[config.mk]
export PLATFORM = sky130hd
export DESIGN_NAME = lane_marking_bar_filter
export DESIGN_NICKNAME = d
export VERILOG_FILES = /design/src/sv/bmf_pkg.sv /design/src/sv/bmf_cell.sv /design/src/sv/bmf_line.sv /design/src/sv/lane_marking_bar_filter.sv
export SDC_FILE = /design/constraint.sdc
export NUM_CORES = 2
export LEC_CHECK = 0
export BUFFER_PORTS_ARGS = -buffer_cell sky130_fd_sc_hd__buf_2
export CAP_MARGIN = 20
export CORE_ASPECT_RATIO = 1.75
export CORE_UTILIZATION = 55
export DETAILED_ROUTE_END_ITERATION = 8
export HOLD_SLACK_MARGIN = 0.12
export PLACE_DENSITY = 0.67
export SLEW_MARGIN = 40
export SYNTH_ARGS = -nofsm -noshare
export SYNTH_HDL_FRONTEND = slang
export SYNTH_HIERARCHICAL = 1
export SYNTH_SLANG_ARGS = --single-unit
[constraint.sdc]
create_clock -name i_clk -period 140.4 [get_ports i_clk]
set_input_delay 7.02 -clock i_clk [delete_from_list [all_inputs] [get_ports i_clk]]
set_output_delay 7.02 -clock i_clk [all_outputs]
set_load 0.1 [all_outputs]
[src/sv/bmf_pkg.sv]
`default_nettype none

package bmf_pkg;

    localparam int MAX_BAR_WIDTH = 64;

    localparam int PIX_BITS   = 8;
    localparam int BAR_W_BITS = 7;

    // longest delay needed is 2w+1, entry cell sits at delay-1
    localparam int LINE_LEN  = 2 * MAX_BAR_WIDTH + 1;
    localparam int DLY_BITS  = $clog2(LINE_LEN + 1);

    // window sums: center window of w pixels, surround span of 2w pixels
    localparam int P_BITS = $clog2(MAX_BAR_WIDTH * 255 + 1);
    localparam int T_BITS = $clog2(2 * MAX_BAR_WIDTH * 255 + 1);
    localparam int D_BITS = T_BITS + 1;

    localparam logic [PIX_BITS-1:0] PIX_MAX = '1;

    typedef enum logic [1:0] {
        GAIN_NONE = 2'd0,
        GAIN_ONE  = 2'd1,
        GAIN_TWO  = 2'd2
    } t_gain;

endpackage

`default_nettype wire

[src/sv/bmf_cell.sv]
`default_nettype none

module bmf_cell import bmf_pkg::*; (
    input  wire logic                i_clk,
    input  wire logic                i_shift,
    input  wire logic                i_load,
    input  wire logic                i_clear,
    input  wire logic [PIX_BITS-1:0] i_pixel,
    input  wire logic [PIX_BITS-1:0] i_next,
    output logic      [PIX_BITS-1:0] o_value
);

    logic [PIX_BITS-1:0] r_value;
    logic [PIX_BITS-1:0] n_value;

    // the entry cell takes the new pixel, a row start flushes the rest
    always_comb begin
        if (i_load) begin
            n_value = i_pixel;
        end else if (i_clear) begin
            n_value = '0;
        end else begin
            n_value = i_next;
        end
    end

    always_ff @(posedge i_clk) begin
        if (i_shift) begin
            r_value <= n_value;
        end
    end

    assign o_value = r_value;

endmodule

`default_nettype wire

[src/sv/bmf_line.sv]
`default_nettype none

// variable delay line: the pixel enters at cell delay-1 and walks down to cell 0
module bmf_line import bmf_pkg::*; (
    input  wire logic                i_clk,
    input  wire logic                i_shift,
    input  wire logic                i_clear,
    input  wire logic [DLY_BITS-1:0] i_delay,
    input  wire logic [PIX_BITS-1:0] i_pixel,
    output logic      [PIX_BITS-1:0] o_tap
);

    logic [PIX_BITS-1:0] cell_value [LINE_LEN];

    for (genvar i = 0; i < LINE_LEN; i++) begin : g_cell
        logic                load;
        logic [PIX_BITS-1:0] next;

        assign load = (i_delay == DLY_BITS'(i + 1));

        if (i == LINE_LEN - 1) begin : g_top
            assign next = '0;
        end else begin : g_mid
            assign next = cell_value[i+1];
        end

        bmf_cell u_cell (
            .i_clk   (i_clk),
            .i_shift (i_shift),
            .i_load  (load),
            .i_clear (i_clear),
            .i_pixel (i_pixel),
            .i_next  (next),
            .o_value (cell_value[i])
        );
    end

    assign o_tap = cell_value[0];

endmodule

`default_nettype wire

[src/sv/lane_marking_bar_filter.sv]
// the window sums are registered on accept, then the clipped response in the output register
// throughput: one pixel per clock unless stalled, set by the per-pixel update of both window sums
// the delay lines are cell chains that load the pixel at the tap distance, so no tap search
// reset (i_rst_n low, synchronous) empties the pipeline and sets the row width to zero,
// so the output stays 0 until the first line start; a line start flushes the history
`default_nettype none

module lane_marking_bar_filter import bmf_pkg::*; (
    input  wire logic                  i_clk,
    input  wire logic                  i_rst_n,
    input  wire logic                  i_valid,
    output logic                       o_stall,
    input  wire logic [PIX_BITS-1:0]   i_pixel,
    input  wire logic                  i_line_start,
    input  wire logic [BAR_W_BITS-1:0] i_bar_width,
    output logic                       o_valid,
    input  wire logic                  i_stall,
    output logic      [PIX_BITS-1:0]   o_filtered
);

    // row state
    logic [BAR_W_BITS-1:0] r_row_width;
    logic [PIX_BITS-1:0]   r_prev_pix;
    logic [P_BITS-1:0]     r_p;
    logic [T_BITS-1:0]     r_t;

    // pipeline control
    logic                  r_a_valid;
    t_gain                 r_a_gain;
    logic                  r_out_valid;
    logic [PIX_BITS-1:0]   r_out_filtered;

    logic                  accept;
    logic                  advance;
    logic                  ls;
    logic [BAR_W_BITS-1:0] w_sat;
    logic [BAR_W_BITS-1:0] w_cur;
    logic [DLY_BITS-1:0]   dly_center;
    logic [DLY_BITS-1:0]   dly_center_end;
    logic [DLY_BITS-1:0]   dly_span_end;
    logic [PIX_BITS-1:0]   tap_center;
    logic [PIX_BITS-1:0]   tap_center_end;
    logic [PIX_BITS-1:0]   tap_span_end;
    logic [PIX_BITS-1:0]   x_in_center;
    logic [PIX_BITS-1:0]   x_out_center;
    logic [PIX_BITS-1:0]   x_in_span;
    logic [PIX_BITS-1:0]   x_out_span;
    logic [P_BITS-1:0]     p_base;
    logic [T_BITS-1:0]     t_base;
    logic [P_BITS-1:0]     n_p;
    logic [T_BITS-1:0]     n_t;
    t_gain                 n_gain;

    logic [T_BITS-1:0]        scaled;
    logic signed [D_BITS-1:0] diff;
    logic [PIX_BITS-1:0]      n_out_filtered;

    assign o_stall = r_a_valid & r_out_valid & i_stall;
    assign accept  = i_valid & ~o_stall;
    assign advance = r_a_valid & (~r_out_valid | ~i_stall);

    assign ls    = i_line_start;
    assign w_sat = (i_bar_width > BAR_W_BITS'(MAX_BAR_WIDTH)) ?
                   BAR_W_BITS'(MAX_BAR_WIDTH) : i_bar_width;
    assign w_cur = ls ? w_sat : r_row_width;

    // center window covers distances w/2 .. w/2+w-1, surround span 1 .. 2w
    assign dly_center     = DLY_BITS'(w_cur >> 1);
    assign dly_center_end = DLY_BITS'(w_cur >> 1) + DLY_BITS'(w_cur);
    assign dly_span_end   = DLY_BITS'({w_cur, 1'b0}) + DLY_BITS'(1);

    bmf_line u_line_center (
        .i_clk   (i_clk),
        .i_shift (accept),
        .i_clear (ls),
        .i_delay (dly_center),
        .i_pixel (i_pixel),
        .o_tap   (tap_center)
    );

    bmf_line u_line_center_end (
        .i_clk   (i_clk),
        .i_shift (accept),
        .i_clear (ls),
        .i_delay (dly_center_end),
        .i_pixel (i_pixel),
        .o_tap   (tap_center_end)
    );

    bmf_line u_line_span_end (
        .i_clk   (i_clk),
        .i_shift (accept),
        .i_clear (ls),
        .i_delay (dly_span_end),
        .i_pixel (i_pixel),
        .o_tap   (tap_span_end)
    );

    // pixels from before the row start count as zero
    always_comb begin
        x_in_center  = (w_cur < BAR_W_BITS'(2)) ? i_pixel : (ls ? '0 : tap_center);
        x_out_center = ls ? '0 : tap_center_end;
        x_in_span    = ls ? '0 : r_prev_pix;
        x_out_span   = ls ? '0 : tap_span_end;
        p_base       = ls ? '0 : r_p;
        t_base       = ls ? '0 : r_t;
        n_p = p_base + P_BITS'(x_in_center) - P_BITS'(x_out_center);
        n_t = t_base + T_BITS'(x_in_span) - T_BITS'(x_out_span);
        if (w_cur == '0) begin
            n_gain = GAIN_NONE;
        end else if (w_cur == BAR_W_BITS'(1)) begin
            n_gain = GAIN_ONE;
        end else begin
            n_gain = GAIN_TWO;
        end
    end

    // center +1 net: twice center minus span from width 2, center minus span at width 1, else 0
    always_comb begin
        case (r_a_gain)
            GAIN_TWO: scaled = T_BITS'({r_p, 1'b0});
            GAIN_ONE: scaled = T_BITS'(r_p);
            default:  scaled = '0;
        endcase
        diff = $signed(D_BITS'(scaled)) - $signed(D_BITS'(r_t));
        if (r_a_gain == GAIN_NONE || diff[D_BITS-1]) begin
            n_out_filtered = '0;
        end else if (diff > $signed(D_BITS'(PIX_MAX))) begin
            n_out_filtered = PIX_MAX;
        end else begin
            n_out_filtered = PIX_BITS'(diff);
        end
    end

    always_ff @(posedge i_clk) begin
        if (!i_rst_n) begin
            r_row_width <= '0;
            r_a_valid   <= 1'b0;
            r_out_valid <= 1'b0;
            r_a_gain    <= GAIN_NONE;
        end else begin
            if (accept) begin
                r_row_width <= w_cur;
                r_a_gain    <= n_gain;
            end
            r_a_valid   <= accept | (r_a_valid & ~advance);
            r_out_valid <= advance | (r_out_valid & i_stall);
        end
    end

    always_ff @(posedge i_clk) begin
        if (accept) begin
            r_prev_pix <= i_pixel;
            r_p        <= n_p;
            r_t        <= n_t;
        end
        if (advance) begin
            r_out_filtered <= n_out_filtered;
        end
    end

    assign o_valid    = r_out_valid;
    assign o_filtered = r_out_filtered;

endmodule

`default_nettype wire

# Word-level counts from Yosys, hierarchy flattened

Index checks and enable logic that the tools add are counted.
Widths: inputs -> output; s select.

Bits in registers: 2,624
Input port bits: 20
Output and inout bits: 10
Logic and storage cells: 1,328

Add/subtract/negate cells: 7
Magnitude comparators: 3
Equal/unequal tests: 324
Muxes and demuxes: 649
Bitwise operators: 13
Reduce and logical (&&, ||, !) cells: 3

Operators by type and width:

| cell                | number |
|---|---|
| $mux 8              | 642 |
| $eq 8x7->1 const B  | 128 |
| $eq 8x6->1 const B  | 64 |
| $eq 8x5->1 const B  | 32 |
| $eq 6x6->1 const B  | 32 |
| $eq 8x4->1 const B  | 16 |
| $eq 6x5->1 const B  | 16 |
| $eq 8x3->1 const B  | 8 |
| $eq 6x4->1 const B  | 8 |
| $eq 8x2->1 const B  | 4 |
| $eq 8x8->1 const B  | 4 |
| $pmux 15 s2         | 1 |
| $eq 6x3->1 const B  | 4 |
| $eq 8x1->1 const B  | 2 |
| $gt 16x9->1 const B | 1 |
| $sub 15x15->16      | 1 |
| $add 15x8->15       | 1 |
| $mux 15             | 1 |
| $sub 15x8->15       | 1 |
| $add 14x8->14       | 1 |
| $mux 14             | 1 |
| $mux 7              | 2 |
| $sub 14x8->14       | 1 |
| $eq 6x2->1 const B  | 2 |
| 15 further kinds    | 26 |

# Logic depth before layout (Yosys ltp)

Word-level depth: 7
Depth in mapped cells: 19

# Cells and area by module

Netlist, hierarchy kept.

Modules (own cells, without submodules):

| module                  | instances | cells each | area an instance (µm²) | sequential area each (µm²) |
|---|---|---|---|---|
| bmf_cell                | 387       | 20         | 347.8                  | 240.2 |
| lane_marking_bar_filter | 1         | 587        | 5,318.9                | 1,571.5 |
| bmf_line                | 3         | 185        | 930.9                  | 0.0 |

# Worst setup path before layout

Ideal clock, no wire load.

Kind: input port to flip-flop
From: input port i_stall
To: register r_a_gain[1]
Arrival: 101.733 ns
Data required time: 140.128 ns
Path slack: 38.395 ns
Stages on the path: 5
Path buffers: 1
Cell sequence: nand3_1 nand2_1 inv_1 clkbuf_1 o221a_2

Longest elaborated chain between the ends: 3

Ends and longest elaborated chain:

| what                   | line                           | text |
|---|---|---|
| start: declaration     | lane_marking_bar_filter.sv:17  | `input wire logic i_stall,` |
| $and 1x1->1            | lane_marking_bar_filter.sv:58  | `assign o_stall = r_a_valid & r_out_valid & i_stall;` |
| $not 1->1              | lane_marking_bar_filter.sv:59  | `assign accept = i_valid & ~o_stall;` |
| $and 1x1->1            | lane_marking_bar_filter.sv:59  |  |
| named net accept       | lane_marking_bar_filter.sv:33  | `logic accept;` |
| end signal: assignment | lane_marking_bar_filter.sv:144 | `r_a_gain <= n_gain;` |
| end: declaration       | lane_marking_bar_filter.sv:29  | `t_gain r_a_gain;` |

The timed path passes the listed nets, and every way through them passes these cells.
A chain may end at the register's enable or synchronous reset.

# Worst setup path in the final report

From: input port i_stall
To: output port o_stall

Longest elaborated chain between the ends: 1

Ends and longest elaborated chain:

| what             | line                          | text |
|---|---|---|
| $and 1x1->1      | lane_marking_bar_filter.sv:58 |  |
| end: declaration | lane_marking_bar_filter.sv:12 | `output logic o_stall,` |

No other way between the ends.

==> metrics.txt <==
post-CTS sizing=0; I/O pin count=30; CTS tree=yes; P_sw=0.504 mW; ys async rst share=0%; Hold Worst Slack=0.502 ns; Hold Crit Class=reg2reg; Distinct cells, synth=62; Worst Setup SP=i_stall; P_leak=55.7 nW; Worst Max-Slew Pin Slew=1.43 ns; Worst slew margin=4.48%; chip height=676 µm; ANT nets after route=0; Worst R2R End=u_line_span_end/g_cell[120].u_cell/o_value[0]; crit path DAT=7.75 ns; maxcap violations=0; HPWL Detailed=188 mm; final worst slack=125.63 ns; setup bufs post-CTS=0; CP endpoint=o_stall; port bufs=29; Post-synth EDFFs=3141; number of global-route vias before repair=82300; register bit total from synthesis=3152; synth cell count leaders=3141 x edfxtp_1, 2709 x a22o_1, 426 x nand2b_1; Slew Limit Fails=0; sequential share of the synthesized area=66.2%; clock network power share=36.7%; Post-CTS Hold Buffers=0; drt pass-1 iters=5; Critical Path Start Type=input port; core footprint=258000 µm²; critical path required time=133.38 ns; DRT Wirelength=328 mm; Sw Ratio=23.6%; status=completed; total negative slack=0 ns; post-synthesis cell area=143000 µm²; row count=247; R2R setup slack=135.00 ns; Die X=387 µm; clock sink total=3152; cts bufs inserted=293; final hold viol count=0; crit share post-route=10.5%; cells after synthesis=8882; Synth top area share=66.1%; final core occ=59.6%; DR vias/cell=6.56; pre-CTS setup slack=125.62 ns; PD cells=13.8 nW/µm²; RSZ-0062 raised after global routing=false; DIE AREA=262000 µm²; ys flop type=edfxtp_1; Global Route Usage Sum=24.6%; logic gate share of total power=10.0%; internal power=1.63 mW; Root Driver=clkbuf_16; CP Class=in2out; Final min period=14.77 ns; DR DRC count=0; share of cells above drive strength 1=13.8%; Initial Util=55.2%; Synth area leaders=edfxtp_1 66%, a22o_1 17%, nor2_8 5.4%, buf_6 3.2%, nand2b_1 1.9%; synth warn=6; initial antenna violation count=3; largest net degree at the start of global routing=180; Iter 0 DRT Violations=8327; area delta synth->final=7.98%; Setup Skew=0.0479 ns; VDD IR max=0.0000101 V; Yosys top cell by area=edfxtp_1; synthesized area per cell=16.1 µm²; Worst R2R Start=r_a_valid; first-pass GRT wire length=503 mm; CP max FO=3; R2R cell count=9; fmax=67.7 MHz; Final setup viols=0; routability cong.=0.831; worst skew pair latency=0.86 ns; Worst Setup End Kind=primary output; DR WL/cell=26.2 µm; global route overflow=0; Max H-tree Level=5; Reg clk slew, reported paths=0.07 ns; Clock Tree Buf Depth=4; via count=82000; count leader, synth=edfxtp_1; Layout Nets=9023; Seq pwr share=53.4%
==> stage by stage <==
step	instances	power [mW]	instance area (µm²)
6_report	12500	2.13	154000
4_1_cts	12500	2.14	153000
3_5_place_dp	12000	1.36	144000
5_1_grt	12500	2.20	154000
2_1_floorplan	8926	1.46	143000
3_3_place_gp	12000	1.36	144000
==> metal layers <==
layer | share of wire (%) | GRT usage (%) | wire length (µm)
met1 | 40 | 31.8 | 130000
met2 | 52 | 43.0 | 169000
met3 | 5.8 | 2.97 | 19100
met4 | 3.0 | 8.38 | 9840
met5 | 0.0040 | 0 | 13
==> critical path, cell delays in order <==
cell and delay, ns:
buf_2 0.11, nand3_1 0.10, inv_1 0.09, buf_2 0.43
==> sequential cells by signal, indices dropped and copies added, names as in the netlist <==
signal / flops
r_a_valid: 1
r_row_width: 7
o_filtered: 8
u_line_center/g_cell.u_cell/o_value: 1032
u_line_center_end/g_cell.u_cell/o_value: 1032
u_line_span_end/g_cell.u_cell/o_value: 1032
r_t: 15
o_valid: 1
r_a_gain: 2
r_p: 14
r_prev_pix: 8
==> cell families after synthesis <==
| family | share of synthesized area [%] |
|---|---|
| compound gates | 18.6 |
| flops | 66.2 |
| xor+xnor | 0.227 |
| fa+ha+maj | 0.805 |
| mux | 0.0281 |
| simple gates | 10.4 |
| buf+inv | 3.67 |
| other cells | 0.0132 |
==> power groups by stage <==
stage	Clock [mW]	Combinational, mW	Sequential [mW]
2_1_floorplan	0	0.135	1.33
3_3_place_gp	0	0.199	1.16
3_5_place_dp	0	0.208	1.16
4_1_cts	0.797	0.209	1.14
5_1_grt	0.828	0.229	1.14
6_report	0.782	0.213	1.14
==> cells in the final DEF (no fill, tap or decap), drive strengths merged, types with 8 or more instances in the layout <==
cell type | synthesis | routed
edfxtp | 3141 | 3141
a22o | 2709 | 2709
nor2 | 811 | 811
nand2b | 426 | 426
o21ai | 411 | 411
nand2 | 406 | 406
clkbuf | 53 | 372
buf | 439 | 192
clkinv | 0 | 103
inv | 82 | 92
ha | 63 | 63
conb | 5 | 49
nor2b | 36 | 36
a21oi | 31 | 31
xnor2 | 27 | 27
nand4bb | 27 | 27
or4b | 24 | 24
bufinv | 0 | 22
fa | 18 | 18
nand4b | 16 | 16
a22oi | 13 | 13
a31oi | 13 | 13
dfxtp | 11 | 11
xor2 | 10 | 10
nand3b | 9 | 9
nor3 | 8 | 8
a21o | 8 | 8
==> final cells by class <==
cell class                      count  area [µm²]
Multi-Input combinational cell   5200       43800
Tap cell                         3361        4210
Clock buffer                      371        7840
Fill cell                       19100      104000
Timing Repair Buffer              193        2150
Clock inverter                    139        1250
Antenna cell                        2        5.00
Sequential cell                  3152       94500
Inverter                           82         320
==> worst min-delay path by stage <==
stage,start,depth (start not counted),to
2_1_floorplan,r_row_width[6],1,r_row_width[6]
3_3_place_gp,r_row_width[6],1,r_row_width[6]
3_5_place_dp,r_row_width[6],1,r_row_width[6]
4_1_cts,u_line_center_end/g_cell[53].u_cell/o_value[3],1,u_line_center_end/g_cell[52].u_cell/o_value[3]
5_1_grt,u_line_center/g_cell[26].u_cell/o_value[6],1,u_line_center/g_cell[25].u_cell/o_value[6]
6_report,u_line_center_end/g_cell[53].u_cell/o_value[3],1,u_line_center_end/g_cell[52].u_cell/o_value[3]
Note: power is estimated with default switching activity, not from simulation.
